File: config.mk
export PLATFORM = sky130hd
export DESIGN_NAME = ipv6_address_text_parser_unit
export DESIGN_NICKNAME = d
export VERILOG_FILES = /design/src/rtl/iatp_pkg.sv /design/src/rtl/iatp_front.sv /design/src/rtl/iatp_queue.sv /design/src/rtl/iatp_back.sv /design/src/rtl/ipv6_address_text_parser_unit.sv
export SDC_FILE = /design/constraint.sdc
export NUM_CORES = 1
export LEC_CHECK = 0
export ABC_AREA = 0
export BUFFER_PORTS_ARGS = -buffer_cell sky130_fd_sc_hd__buf_4
export CAP_MARGIN = 20
export CORE_MARGIN = 8
export CORE_UTILIZATION = 55
export CTS_CLUSTER_DIAMETER = 60
export CTS_CLUSTER_SIZE = 16
export DETAILED_ROUTE_END_ITERATION = 16
export GPL_TIMING_DRIVEN = 0
export HOLD_SLACK_MARGIN = 0.15
export PLACE_DENSITY_LB_ADDON = 0.15
export SETUP_SLACK_MARGIN = 0.2
export SKIP_LAST_GASP = 1
export SLEW_MARGIN = 5
export SYNTH_ARGS = -nofsm -noshare
export SYNTH_HDL_FRONTEND = slang
export SYNTH_SLANG_ARGS = --single-unit
File: constraint.sdc
create_clock -name clock -period 12.6 [get_ports clock]
set_input_delay 0.63 -clock clock [delete_from_list [all_inputs] [get_ports clock]]
set_output_delay 0.63 -clock clock [all_outputs]
set_load 0.02 [all_outputs]
File: src/rtl/iatp_pkg.sv
// Shared types, character codes and tables of the IPv6 address text parser.
// Depends on nothing; every other RTL module imports it.
package iatp_pkg;

   localparam int IATP_QUEUE_DEPTH = 4;

   // Character codes the parser recognizes.
   localparam logic [7:0] CH_NUL   = 8'h00;
   localparam logic [7:0] CH_ZERO  = 8'h30;
   localparam logic [7:0] CH_NINE  = 8'h39;
   localparam logic [7:0] CH_COLON = 8'h3a;
   localparam logic [7:0] CH_SLASH = 8'h2f;
   localparam logic [7:0] CH_LESS  = 8'h3c;
   localparam logic [7:0] CH_LA    = 8'h61;
   localparam logic [7:0] CH_LF    = 8'h66;
   localparam logic [7:0] CH_UA    = 8'h41;
   localparam logic [7:0] CH_UF    = 8'h46;

   // The unspecified-address literal, one character per position.
   localparam logic [7:0] UNSPEC_TEXT [8] = '{
      8'h3c, 8'h75, 8'h6e, 8'h73, 8'h70, 8'h65, 8'h63, 8'h3e
   };

   // Character classes handed from the front to the back.
   localparam logic [2:0] KIND_NUL   = 3'd0;
   localparam logic [2:0] KIND_HEX   = 3'd1;
   localparam logic [2:0] KIND_COLON = 3'd2;
   localparam logic [2:0] KIND_SLASH = 3'd3;
   localparam logic [2:0] KIND_OTHER = 3'd4;

   typedef struct packed {
      logic [7:0] char_code;
      logic       mode;
   } req_type;

   typedef struct packed {
      logic        ok;
      logic [63:0] addr_high;
      logic [63:0] addr_low;
      logic [7:0]  prefix_len;
   } rsp_type;

   typedef struct packed {
      logic [7:0] char_code;
      logic       mode;
      logic [2:0] kind;
      logic [3:0] digit;
      logic       is_dec;
   } item_type;

   typedef struct packed {
      logic full;
      logic empty;
   } queue_status_type;

endpackage

File: src/rtl/iatp_front.sv
// Front end of the IPv6 address text parser: accepts words and classifies characters.
// Depends on iatp_pkg.
module iatp_front
   import iatp_pkg::*;
(
   input  logic             req_valid,
   output logic             req_stall,
   input  req_type          req_data,
   input  queue_status_type status,
   output logic             push,
   output item_type         push_item
);

   logic [7:0] c;

   assign c         = req_data.char_code;
   assign req_stall = status.full;
   assign push      = req_valid && !status.full;

   always_comb begin
      push_item.char_code = c;
      push_item.mode      = req_data.mode;
      push_item.is_dec    = (c inside {[CH_ZERO:CH_NINE]});
      push_item.digit     = 4'd0;
      push_item.kind      = KIND_OTHER;
      if (c == CH_NUL) begin
         push_item.kind = KIND_NUL;
      end else if (c inside {[CH_ZERO:CH_NINE]}) begin
         push_item.kind  = KIND_HEX;
         push_item.digit = 4'(c - CH_ZERO);
      end else if (c inside {[CH_LA:CH_LF]}) begin
         push_item.kind  = KIND_HEX;
         push_item.digit = 4'(c - CH_LA + 8'd10);
      end else if (c inside {[CH_UA:CH_UF]}) begin
         push_item.kind  = KIND_HEX;
         push_item.digit = 4'(c - CH_UA + 8'd10);
      end else if (c == CH_COLON) begin
         push_item.kind = KIND_COLON;
      end else if (c == CH_SLASH) begin
         push_item.kind = KIND_SLASH;
      end
   end

endmodule

File: src/rtl/iatp_queue.sv
// Small FIFO of classified characters between the front and back of the parser.
// Depends on iatp_pkg.
module iatp_queue
   import iatp_pkg::*;
#(
   parameter int DEPTH = IATP_QUEUE_DEPTH
) (
   input  logic             clock,
   input  logic             reset,
   input  logic             push,
   input  item_type         push_item,
   input  logic             pop,
   output item_type         pop_item,
   output queue_status_type status
);

   localparam int PTR_W = (DEPTH > 1) ? $clog2(DEPTH) : 1;
   localparam int CNT_W = $clog2(DEPTH + 1);

   item_type           mem_ff [DEPTH];
   logic [PTR_W-1:0]   wr_ptr_ff, wr_ptr_in;
   logic [PTR_W-1:0]   rd_ptr_ff, rd_ptr_in;
   logic [CNT_W-1:0]   count_ff, count_in;

   assign status.full  = (count_ff == CNT_W'(DEPTH));
   assign status.empty = (count_ff == '0);
   assign pop_item     = mem_ff[rd_ptr_ff];

   always_comb begin
      wr_ptr_in = wr_ptr_ff;
      rd_ptr_in = rd_ptr_ff;
      count_in  = count_ff;
      if (push) begin
         wr_ptr_in = (wr_ptr_ff == PTR_W'(DEPTH - 1)) ? '0 : wr_ptr_ff + 1'b1;
      end
      if (pop) begin
         rd_ptr_in = (rd_ptr_ff == PTR_W'(DEPTH - 1)) ? '0 : rd_ptr_ff + 1'b1;
      end
      if (push && !pop) begin
         count_in = count_ff + 1'b1;
      end else if (pop && !push) begin
         count_in = count_ff - 1'b1;
      end
   end

   always_ff @(posedge clock) begin
      if (reset) begin
         wr_ptr_ff <= '0;
         rd_ptr_ff <= '0;
         count_ff  <= '0;
      end else begin
         wr_ptr_ff <= wr_ptr_in;
         rd_ptr_ff <= rd_ptr_in;
         count_ff  <= count_in;
      end
   end

   always_ff @(posedge clock) begin
      if (push) begin
         mem_ff[wr_ptr_ff] <= push_item;
      end
   end

endmodule

File: src/rtl/iatp_back.sv
// Back end of the IPv6 address text parser: the parse state machine and result register.
// Depends on iatp_pkg.
module iatp_back
   import iatp_pkg::*;
(
   input  logic             clock,
   input  logic             reset,
   input  queue_status_type status,
   input  item_type         item,
   output logic             pop,
   output logic             rsp_valid,
   input  logic             rsp_stall,
   output rsp_type          rsp_data
);

   localparam logic [2:0] PH_START  = 3'd0;
   localparam logic [2:0] PH_HEAD   = 3'd1;
   localparam logic [2:0] PH_LEAD   = 3'd2;
   localparam logic [2:0] PH_TAIL   = 3'd3;
   localparam logic [2:0] PH_PREFIX = 3'd4;
   localparam logic [2:0] PH_UNSPEC = 3'd5;

   logic [2:0]  phase_ff, phase_in;
   logic        mode_ff, mode_in;
   logic        failed_ff, failed_in;
   logic [3:0]  head_cnt_ff, head_cnt_in;
   logic [3:0]  tail_cnt_ff, tail_cnt_in;
   logic [15:0] accum_ff, accum_in;
   logic        digit_ff, digit_in;
   logic [3:0]  upos_ff, upos_in;
   logic [7:0]  prefix_ff, prefix_in;
   logic [15:0] head_ff [8];
   logic [15:0] head_in [8];
   logic [15:0] tail_ff [8];
   logic [15:0] tail_in [8];
   logic        rsp_valid_ff, rsp_valid_in;
   rsp_type     rsp_data_ff, rsp_data_in;

   logic        out_free;
   logic        is_nul;
   logic        start_unspec;
   logic [2:0]  eff_phase;
   logic        eff_mode;
   logic        close_head_wr;
   logic        close_tail_wr;
   logic        close_ok;
   logic [4:0]  group_total;
   logic [3:0]  head_cnt_view;
   logic [3:0]  tail_cnt_view;
   logic [15:0] head_view [8];
   logic [15:0] tail_view [8];
   logic [15:0] grp [8];
   logic [4:0]  tail_pos;
   logic        res_ok;
   logic [10:0] pfx_sum;
   rsp_type     result;

   assign out_free     = !rsp_valid_ff || !rsp_stall;
   assign is_nul       = (item.kind == KIND_NUL);
   assign pop          = !status.empty && (!is_nul || out_free);
   assign rsp_valid    = rsp_valid_ff;
   assign rsp_data     = rsp_data_ff;

   // A string's first character begins the address part unless it opens <unspec>.
   assign eff_phase    = (phase_ff == PH_START) ? PH_HEAD : phase_ff;
   assign eff_mode     = (phase_ff == PH_START) ? item.mode : mode_ff;
   assign start_unspec = (phase_ff == PH_START) && (item.char_code == CH_LESS) && !item.mode;

   assign group_total  = {1'b0, head_cnt_ff} + {1'b0, tail_cnt_ff};
   assign close_head_wr = (eff_phase == PH_HEAD);
   assign close_tail_wr = (eff_phase == PH_TAIL) && digit_ff;

   always_comb begin
      close_ok = 1'b0;
      if (eff_phase == PH_HEAD) begin
         close_ok = digit_ff && (head_cnt_ff == 4'd7);
      end else if (eff_phase == PH_TAIL) begin
         close_ok = digit_ff ? (group_total < 5'd7) : (tail_cnt_ff == 4'd0);
      end
   end

   // Group arrays as they stand once the pending group has closed the address.
   always_comb begin
      head_view     = head_ff;
      tail_view     = tail_ff;
      head_cnt_view = head_cnt_ff;
      tail_cnt_view = tail_cnt_ff;
      if (close_head_wr) begin
         head_view[7]  = accum_ff;
         head_cnt_view = 4'd8;
      end
      if (close_tail_wr) begin
         for (int i = 0; i < 7; i++) begin
            tail_view[i] = tail_ff[i+1];
         end
         tail_view[7]  = accum_ff;
         tail_cnt_view = tail_cnt_ff + 1'b1;
      end
   end

   // Head groups fill from the top; tail groups sit right-aligned at the bottom.
   always_comb begin
      for (int i = 0; i < 8; i++) begin
         grp[i]   = 16'd0;
         tail_pos = 5'(i) + {1'b0, tail_cnt_view};
         if (4'(i) < head_cnt_view) begin
            grp[i] = head_view[i];
         end
         if (tail_pos >= 5'd8) begin
            grp[i] = grp[i] | tail_view[i];
         end
      end
   end

   always_comb begin
      res_ok = 1'b0;
      if (!failed_ff) begin
         if (eff_phase == PH_UNSPEC) begin
            res_ok = (upos_ff == 4'd8);
         end else if (eff_phase == PH_PREFIX) begin
            res_ok = digit_ff;
         end else if (!eff_mode) begin
            res_ok = close_ok;
         end
      end
      result.ok         = res_ok;
      result.addr_high  = 64'd0;
      result.addr_low   = 64'd0;
      result.prefix_len = (res_ok && eff_mode) ? prefix_ff : 8'd0;
      if (res_ok && (eff_phase != PH_UNSPEC)) begin
         result.addr_high = {grp[0], grp[1], grp[2], grp[3]};
         result.addr_low  = {grp[4], grp[5], grp[6], grp[7]};
      end
   end

   assign pfx_sum = ({3'b0, prefix_ff} << 3) + ({3'b0, prefix_ff} << 1) + {7'b0, item.digit};

   always_comb begin
      phase_in     = phase_ff;
      mode_in      = mode_ff;
      failed_in    = failed_ff;
      head_cnt_in  = head_cnt_ff;
      tail_cnt_in  = tail_cnt_ff;
      accum_in     = accum_ff;
      digit_in     = digit_ff;
      upos_in      = upos_ff;
      prefix_in    = prefix_ff;
      head_in      = head_ff;
      tail_in      = tail_ff;
      rsp_valid_in = rsp_valid_ff && rsp_stall;
      rsp_data_in  = rsp_data_ff;
      if (pop) begin
         if (start_unspec) begin
            mode_in  = 1'b0;
            phase_in = PH_UNSPEC;
            upos_in  = 4'd1;
         end else if (is_nul) begin
            rsp_valid_in = 1'b1;
            rsp_data_in  = result;
            mode_in      = eff_mode;
            phase_in     = PH_START;
            failed_in    = 1'b0;
            head_cnt_in  = 4'd0;
            tail_cnt_in  = 4'd0;
            accum_in     = 16'd0;
            digit_in     = 1'b0;
            upos_in      = 4'd0;
            prefix_in    = 8'd0;
         end else begin
            mode_in  = eff_mode;
            phase_in = eff_phase;
            if (!failed_ff) begin
               case (eff_phase)
                  PH_HEAD, PH_TAIL: begin
                     if (item.kind == KIND_HEX) begin
                        accum_in = {accum_ff[11:0], item.digit};
                        digit_in = 1'b1;
                        if (accum_ff[15:12] != 4'd0) begin
                           failed_in = 1'b1;
                        end
                     end else if (item.kind == KIND_COLON) begin
                        if (digit_ff) begin
                           if (eff_phase == PH_HEAD) begin
                              if (head_cnt_ff >= 4'd7) begin
                                 failed_in = 1'b1;
                              end else begin
                                 head_in[head_cnt_ff[2:0]] = accum_ff;
                                 head_cnt_in = head_cnt_ff + 1'b1;
                                 accum_in    = 16'd0;
                                 digit_in    = 1'b0;
                              end
                           end else begin
                              if (group_total >= 5'd7) begin
                                 failed_in = 1'b1;
                              end else begin
                                 tail_in     = tail_view;
                                 tail_cnt_in = tail_cnt_ff + 1'b1;
                                 accum_in    = 16'd0;
                                 digit_in    = 1'b0;
                              end
                           end
                        end else if (eff_phase == PH_HEAD) begin
                           phase_in = (head_cnt_ff == 4'd0) ? PH_LEAD : PH_TAIL;
                        end else begin
                           failed_in = 1'b1;
                        end
                     end else if ((item.kind == KIND_SLASH) && eff_mode) begin
                        if (close_ok) begin
                           head_in     = head_view;
                           tail_in     = tail_view;
                           head_cnt_in = head_cnt_view;
                           tail_cnt_in = tail_cnt_view;
                           phase_in    = PH_PREFIX;
                           digit_in    = 1'b0;
                           prefix_in   = 8'd0;
                        end else begin
                           failed_in = 1'b1;
                        end
                     end else begin
                        failed_in = 1'b1;
                     end
                  end
                  PH_LEAD: begin
                     if (item.kind == KIND_COLON) begin
                        phase_in = PH_TAIL;
                     end else begin
                        failed_in = 1'b1;
                     end
                  end
                  PH_PREFIX: begin
                     if (item.is_dec) begin
                        digit_in = 1'b1;
                        if (pfx_sum > 11'd128) begin
                           failed_in = 1'b1;
                        end else begin
                           prefix_in = pfx_sum[7:0];
                        end
                     end else begin
                        failed_in = 1'b1;
                     end
                  end
                  PH_UNSPEC: begin
                     if ((upos_ff < 4'd8) && (item.char_code == UNSPEC_TEXT[upos_ff[2:0]])) begin
                        upos_in = upos_ff + 1'b1;
                     end else begin
                        failed_in = 1'b1;
                     end
                  end
                  default: begin
                     failed_in = 1'b1;
                  end
               endcase
            end
         end
      end
   end

   always_ff @(posedge clock) begin
      if (reset) begin
         phase_ff     <= PH_START;
         mode_ff      <= 1'b0;
         failed_ff    <= 1'b0;
         head_cnt_ff  <= 4'd0;
         tail_cnt_ff  <= 4'd0;
         accum_ff     <= 16'd0;
         digit_ff     <= 1'b0;
         upos_ff      <= 4'd0;
         prefix_ff    <= 8'd0;
         rsp_valid_ff <= 1'b0;
      end else begin
         phase_ff     <= phase_in;
         mode_ff      <= mode_in;
         failed_ff    <= failed_in;
         head_cnt_ff  <= head_cnt_in;
         tail_cnt_ff  <= tail_cnt_in;
         accum_ff     <= accum_in;
         digit_ff     <= digit_in;
         upos_ff      <= upos_in;
         prefix_ff    <= prefix_in;
         rsp_valid_ff <= rsp_valid_in;
      end
   end

   always_ff @(posedge clock) begin
      head_ff     <= head_in;
      tail_ff     <= tail_in;
      rsp_data_ff <= rsp_data_in;
   end

endmodule

File: src/rtl/ipv6_address_text_parser_unit.sv
// Top level of the IPv6 address text parser: front classifier, queue and parse back end.
// Depends on iatp_pkg, iatp_front, iatp_queue and iatp_back.
//
// The parser takes an IPv6 address as text, one ASCII character per request word, and
// a NUL character ends each string. The mode bit of the first word of a string chooses
// between a plain address (mode 0) and an address followed by a slash and a decimal
// prefix length (mode 1). Each NUL produces exactly one response word carrying ok, the
// 128-bit address split into a high and a low half, and the prefix length; when ok is
// low all other fields are zero. In mode 0 the exact string "<unspec>" yields the
// all-zero address. The block sustains one character per clock cycle: the front end
// classifies a word in the cycle it is accepted and writes it to a queue of
// QUEUE_DEPTH entries, the back end consumes one queued character per cycle, and with
// an empty queue a NUL passes from its queue entry straight to the output register,
// which then offers its response to the receiver. Only a NUL waits on the back end,
// and only while an earlier response is still held in the output register; during
// such a stall the queue holds up to QUEUE_DEPTH words, the waiting NUL among them,
// before req_stall rises.
module ipv6_address_text_parser_unit
   import iatp_pkg::*;
#(
   parameter int QUEUE_DEPTH = IATP_QUEUE_DEPTH
) (
   input  logic    clock,
   input  logic    reset,
   input  logic    req_valid,
   output logic    req_stall,
   input  req_type req_data,
   output logic    rsp_valid,
   input  logic    rsp_stall,
   output rsp_type rsp_data
);

   // Classified characters travel from the front end to the queue.
   queue_status_type q_status;
   logic             q_push;
   item_type         q_push_item;
   logic             q_pop;
   item_type         q_pop_item;

   // The front end only looks at the character; it never holds parse state.
   iatp_front u_front (
      .req_valid (req_valid),
      .req_stall (req_stall),
      .req_data  (req_data),
      .status    (q_status),
      .push      (q_push),
      .push_item (q_push_item)
   );

   iatp_queue #(
      .DEPTH (QUEUE_DEPTH)
   ) u_queue (
      .clock     (clock),
      .reset     (reset),
      .push      (q_push),
      .push_item (q_push_item),
      .pop       (q_pop),
      .pop_item  (q_pop_item),
      .status    (q_status)
   );

   // The back end owns the group registers, the failure flag and the response register.
   iatp_back u_back (
      .clock     (clock),
      .reset     (reset),
      .status    (q_status),
      .item      (q_pop_item),
      .pop       (q_pop),
      .rsp_valid (rsp_valid),
      .rsp_stall (rsp_stall),
      .rsp_data  (rsp_data)
   );

endmodule

==> impl_metrics.csv, run 1 <==
group,metric,value,unit
synthesis,syn_nets,2063,
synthesis,syn_area,23100,um2
sta,setup_violations,0,
layout,nets,2278,
synthesis,yosysTopAreaCell,"edfxtp_1",
synthesis,yosys_warnings,0,
critical_path,cp_data_required_time,13080,ps
sta,drv_slew,0,
critical_path,crit_chain,"buf_2 -> buf_2 -> mux2_2 -> o21ai_0 -> fa_1 -> inv_1 -> fa_1 -> nand3_1 -> a21oi_1 -> mux2_2 -> a2111oi_0 -> and3_1 -> nand2_1 -> o211ai_1",
sta,skew,19.5,ps
route,drtAntennaViolNets,0,
layout,fillers,3252,
clock_tree,cts_made_buffers,42,
pwr,power.leakage,9.50,nW
floorplan,dieWidth,221,um
placement,hpwlAfterDp,44900,um
pwr,vdd_drop_max,0.0000972,V
clock_tree,cts_tree,"built",
worst_hold_path,hold_path_class,"in -> reg",
global_route,grt_pass1_vias,16600,
placement,placed_cells,2716,
sta,fmax,0.205,GHz
synthesis,synth.distinct_cells,71,
layout,fin_cells,2783,
pwr,total_power,4.19,mW
sta,worst_pin_slew,1170,ps
critical_path,cpPeakStageDelay,580,ps
clock_tree,holdBufCountCts,0,
clock_tree,clk_path_buf_depth,3,
synthesis,synth-main-ff-cell,"edfxtp_1",
synthesis,async_flop_share,0,%
sta,rsz0062_at_grt,"false",
floorplan,die-area,48900,um2
route,drtIter0Drc,1978,
global_route,grt_use_total,25.3,%
critical_path,crit_type,"reg -> reg",
global_route,grt_first_pass_wirelength,96900,um
route,routed_wl,63700,um
run_status,status,"finished, final reports clean",
clock_tree,clkLatencyLatePin,580,ps
critical_path,cp-start-kind,"register",
sta,slew_headroom,22.0,%
synthesis,ys_top_cells_by_area,"edfxtp_1 60%, nand2_1 7.4%, dfxtp_1 4.5%, a22oi_1 2.6%, nor2_1 2.3%",
layout,drive_above_1_share,12.1,%
sta,fin_crit,4890,ps
placement,placed_cell_area,25300,um2
synthesis,synth_edf_count,461,
clock_tree,clk_pin_slew,80,ps
sta,hold_viol,0,
sta,period_share,38.8,%
critical_path,cp_slowest_cell,"o21ai_0",
pwr,power_density,158,nW/um2
clock_tree,cts.repair.resized,0,
layout,syn2layout_area_growth,14.8,%
synthesis,synth_cells,2008,
layout,fin_area,26600,um2
synthesis,ys_ff_latch,513,
synthesis,syn_avg_cell_area,11.5,um2
run,maxCapViolations,0,
clock_tree,post-cts-setup-buffers,0,
sta,fin_tns_setup,0,ps
synthesis,synth_seq_area_share,64.4,%
clock_tree,htreeDepth,2,
global_route,grt_max_degree,80,
floorplan,start_util,55.4,%
placement,portBuffers,151,
critical_path,arrival,5360,ps
global_route,overflow,0,
route,wl_per_cell,22.9,um
layout,antennaDiodeCount,0,
route,vias_per_cell,6.13,
route,drtPass1Iterations,6,
floorplan,coreArea,41800,um2
synthesis,post-synth-top-count-cell,"edfxtp_1",
floorplan,die_h,221,um
critical_path,endpoint_kind,"register",
floorplan,ioPinCount,152,
clock_tree,cts_sinks,513,
synthesis,synthDominantCellAreaShare,59.9,%
global_route,antenna_found_initial,1,
synthesis,synth_commonest_cells,"461 x edfxtp_1, 457 x nand2_1, 143 x nor2_1",
placement,place.gp.congestion,0.924,
clock_tree,root_buffer,"clkbuf_16",
route,remaining_drc_errors,0,
floorplan,rows,75,
route,vias,17100,
critical_path,critPathMaxFanout,10,
-- kinds of logic (layout without fill, tap and decap cells) --
logic type               Yosys count  count (layout)  share of synthesized area, %
AO/OA/AOI/OAI                    339             339                          9.99
XOR/XNOR                          14              14                         0.530
adder cells (fa/ha/maj)           42              42                          2.40
buffers and inverters            177             413                          3.04
flip-flops                       513             513                          64.4
multiplexers                      31              31                          2.22
AND/OR/NAND/NOR                  892             892                          17.4
-- metal layers --
layer	share of wire [%]	track usage [%]
met1	42	35.4
met2	46	39.5
met3	8.8	5.21
met4	2.8	7.88
met5	0	0
-- power by group --
group / switching [mW] / internal (mW) / total (mW)
Clock: 0.614 / 0.683 / 1.30
Combinational: 0.613 / 0.295 / 0.908
Sequential: 0.0378 / 1.95 / 1.99
-- layout make-up --
cell class / instances / area, um2 / area share, %
plain buffers: 137 / 553 / 2.08
clock buffers: 50 / 1120 / 4.23
clock inverters: 15 / 163 / 0.613
inverters: 40 / 155 / 0.584
multi-input cells: 1318 / 7590 / 28.6
flip-flops and latches: 513 / 14900 / 56.1
well taps: 539 / 674 / 2.54
repair buffers: 171 / 1420 / 5.33
-- placed cells by master (no fill, tap or decap), types with 5 or more instances in the layout --
cell,synthesis,final
o21a_1,6,6
mux4_2,12,12
clkbuf_1,114,120
nand3_1,33,33
inv_1,39,38
nor2b_1,20,20
o21ai_0,48,48
or3_1,25,25
buf_16,0,5
buf_6,4,6
xor2_1,5,5
nor3_1,51,47
nand3b_1,9,9
a211oi_1,7,7
nand2b_1,10,10
nor4b_1,5,5
a22oi_1,81,81
clkbuf_16,0,44
xnor2_1,9,9
edfxtp_1,461,461
nor2_1,143,143
nor4_1,53,52
a21oi_1,81,80
o211ai_1,6,6
mux2i_1,12,12
nor3b_1,9,9
a31oi_1,27,27
and2_1,54,54
nand2_1,457,457
and3_1,6,6
buf_1,14,15
dfxtp_1,52,52
a21o_1,9,9
buf_4,1,159
a22o_1,17,17
a32o_1,16,16
ha_1,38,38
-- sequential cells by signal, indices dropped and copies added, names as in the netlist, 2 cells and up, named ones only --
| signal | cells |
|---|---|
| u_back.accum_ff | 16 |
| u_back.head_cnt_ff | 4 |
| u_back.head_ff | 128 |
| u_back.phase_ff | 3 |
| u_back.prefix_ff | 8 |
| u_back.rsp_data | 137 |
| u_back.tail_cnt_ff | 4 |
| u_back.tail_ff | 128 |
| u_back.upos_ff | 4 |
| u_queue.count_ff | 3 |
| u_queue.mem_ff | 68 |
| u_queue.rd_ptr_ff | 2 |
| u_queue.wr_ptr_ff | 2 |
-- final timing paths --
check / start / to / slack, ps / depth (start not counted)
setup / recovery: register / u_back.prefix_ff[2]$_SDFFE_PP0P_ / 7710 / 14
setup reg to reg: register / u_back.prefix_ff[2]$_SDFFE_PP0P_ / 7710 / 14
hold / removal: req_data[0] / u_queue.mem_ff[1][8]$_DFFE_PP_ / 260 / 1
hold reg to reg: u_queue.count_ff[2]$_SDFFE_PP0P_ / u_queue.count_ff[2]$_SDFFE_PP0P_ / 510 / 2
-- per-stage QoR --
stage / hold slack, ps / setup WS, ps / util (%)
5_1_grt: 241 / 7290 / 63.6
4_1_cts: 229 / 7740 / 63.6
6_report: 260 / 7710 / 63.6
3_3_place_gp: 472 / 1060 / 59.7
2_1_floorplan: 454 / 4470 / -
3_5_place_dp: 493 / 7820 / 60.5
-- worst max-delay path, delay by kind of cell (launching register included) --
family	cells	cell delay (ps)
multiplexers	2	730
AO/OA/AOI/OAI	4	1570
buffers and inverters	3	730
flip-flops	1	360
AND/OR/NAND/NOR	3	620
adder cells (fa/ha/maj)	2	760
No activity file was read; power rests on OpenSTA's default activity.
==> run 2, diff against run 1 <==
==> constraint.sdc (replaced) <==
create_clock -name clock -period 4.15 [get_ports clock]
set_input_delay 0.2075 -clock clock [delete_from_list [all_inputs] [get_ports clock]]
set_output_delay 0.2075 -clock clock [all_outputs]
set_load 0.02 [all_outputs]
==> run 2 against run 1 <==
  * Sequential share of layout area fell by 0.70 points
  * Fmax rose by 27%
  * Register-to-register slack got worse by 7400 ps
  * Power rose to 3.1 times the previous value
  * Largest cell class unchanged
  * Largest power group unchanged
==> impl_metrics.csv, run 2 (same netlist as run 1, synthesis figures left out) <==
group,metric,value,unit
floorplan,rows,75,
route,drtPass1Iterations,5,
pwr,p_int,9.01,mW
layout,final_common_cell,"edfxtp_1",
route,wl_per_cell,23.3,um
floorplan,coreArea,41800,um2
layout,largest_register_ffs,137,
critical_path,cp-start-kind,"register",
global_route,grt_pass1_vias,16900,
sta,rsz0062_at_grt,"true",
sta,hold_viol,0,
layout,nets,2293,
sta,fin_crit,3860,ps
pwr,power.leakage,9.54,nW
sta,worst_pin_slew,1110,ps
floorplan,start_util,55.4,%
global_route,grt_max_degree,48,
pwr,power_density,483,nW/um2
sta,timing.final.ws_setup,292,ps
sta,setup_violations,0,
clock_tree,clk_pin_slew,70,ps
pwr,pwr-share-clk,30.1,%
run,maxCapViolations,0,
sta,period_share,93.0,%
worst_hold_path,min_path_cells,5,
critical_path,critPathMaxFanout,10,
clock_tree,cts_sinks,513,
floorplan,die-area,48900,um2
pwr,pwr-share-comb,23.2,%
global_route,grt_first_pass_wirelength,98800,um
sta,skew,28.3,ps
route,drtIter0Drc,2176,
global_route,overflow,0,
clock_tree,cts_tree,"built",
global_route,grt_use_total,25.8,%
placement,place.gp.congestion,0.925,
pwr,netSwitchingPower,3.97,mW
clock_tree,root_buffer,"clkbuf_16",
critical_path,cp_data_required_time,4630,ps
critical_path,crit_type,"reg -> reg",
clock_tree,cts_made_buffers,42,
placement,post-place-ws,-686,ps
global_route,antenna_found_initial,2,
route,vias,17100,
pwr,total_power,13.0,mW
clock_tree,clk_path_buf_depth,3,
floorplan,ioPinCount,152,
route,remaining_drc_errors,0,
sta,slew_headroom,25.6,%
critical_path,endpoint_kind,"register",
layout,syn2layout_area_growth,16.4,%
placement,hpwlAfterDp,46000,um
clock_tree,clkLatencyLatePin,580,ps
clock_tree,htreeDepth,2,
sta,fin_tns_setup,0,ps
layout,multi_input_area,7750,um2
critical_path,reg2regPathDepth,14,
floorplan,die_h,221,um
layout,antennaDiodeCount,0,
layout,drive_above_1_share,13.4,%
floorplan,dieWidth,221,um
worst_hold_path,hold_path_class,"in -> reg",
pwr,p_sw_share,30.6,%
pwr,power_frac_seq,46.7,%
critical_path,arrival,4340,ps
layout,finish.utilization,64.4,%
layout,fillers,3197,
layout,seq_area,14900,um2
route,drtAntennaViolNets,0,
route,vias_per_cell,6.11,
pwr,vdd_drop_max,0.000298,V
sta,whs,309,ps
run_status,status,"finished, final reports clean",
layout,final_cell_mix,"461 x edfxtp_1, 455 x nand2_1, 161 x buf_4",
route,routed_wl,65300,um
sta,fmax,0.259,GHz
sta,drv_slew,0,
placement,portBuffers,151,
-- run 2: cell count changes in the layout (fill, tap and decap cells not counted), sizes merged --
cell | before | now
dlygate4sd3 | 0 | 11
buf | 193 | 198
clkbuf | 165 | 167
clkinvlp | 1 | 3
inv | 45 | 43
bufinv | 2 | 1
clkinv | 7 | 6
-- run 2: layout make-up --
class,instances,share of cell area (%)
plain buffers,137,2.25
well taps,539,2.51
inverters,40,0.572
repair buffers,186,5.76
clock inverters,13,0.456
clock buffers,53,4.30
multi-input cells,1318,28.8
flip-flops and latches,513,55.3
-- run 2: per-stage QoR --
stage,cell area [um2],cells
floorplan,23200,2008
global placement,25000,2698
detailed placement,25300,2717
CTS,26800,2794
global route,26900,2799
finish,26900,2799
-- run 2: final timing paths --
path                                startpoint                                end  slack (ps)
min reg2reg  u_queue.rd_ptr_ff[1]$_SDFFE_PP0P_                           register         490
min                                  req_valid  u_queue.wr_ptr_ff[0]$_SDFFE_PP0P_         310
max reg2reg                           register   u_back.prefix_ff[2]$_SDFFE_PP0P_         290
max                                   register   u_back.prefix_ff[2]$_SDFFE_PP0P_         290
-- run 2: timing repair --
item / CTS / global route
cloned: 0 / 0
setup buffers: 0 / 5
gates resized for setup: 20 / 24
pin swaps: 2 / 5
setup endpoints to repair: 58 / 109
endpoints found under the hold margin: 58 / 0
hold buffers: 11 / 0
-- run 2: worst max-delay path: stages (launching register included) --
cell,delay (ps)
dfxtp_4,380
buf_12,150
buf_8,150
mux2_2,370
o21ai_4,230
fa_1,450
inv_1,110
fa_1,420
or3_1,400
nor3_2,130
o221ai_2,140
a22oi_2,260
and3_4,260
nand2_2,90
o211ai_1,230
-- run 2: power by group through the flow --
stage               registers [mW]  clock network, mW  logic [mW]
detailed placement            6.16                  0        2.86
global placement              6.18                  0        2.78
global route                  6.09               4.12        3.22
CTS                           6.05               3.95        2.92
finish                        6.06               3.91        3.02
floorplan                     6.36                  0        1.67
-- run 2: routing by layer --
layer	share of wire, %	routed length, um	global-route usage (%)	vias to the layer above
met2	46	30300	41.3	810
met3	8.3	5440	4.14	132
met5	0	0	0	-
met1	42	27500	35.7	8383
met4	3.2	2060	9.19	0
li1	-	-	-	7775
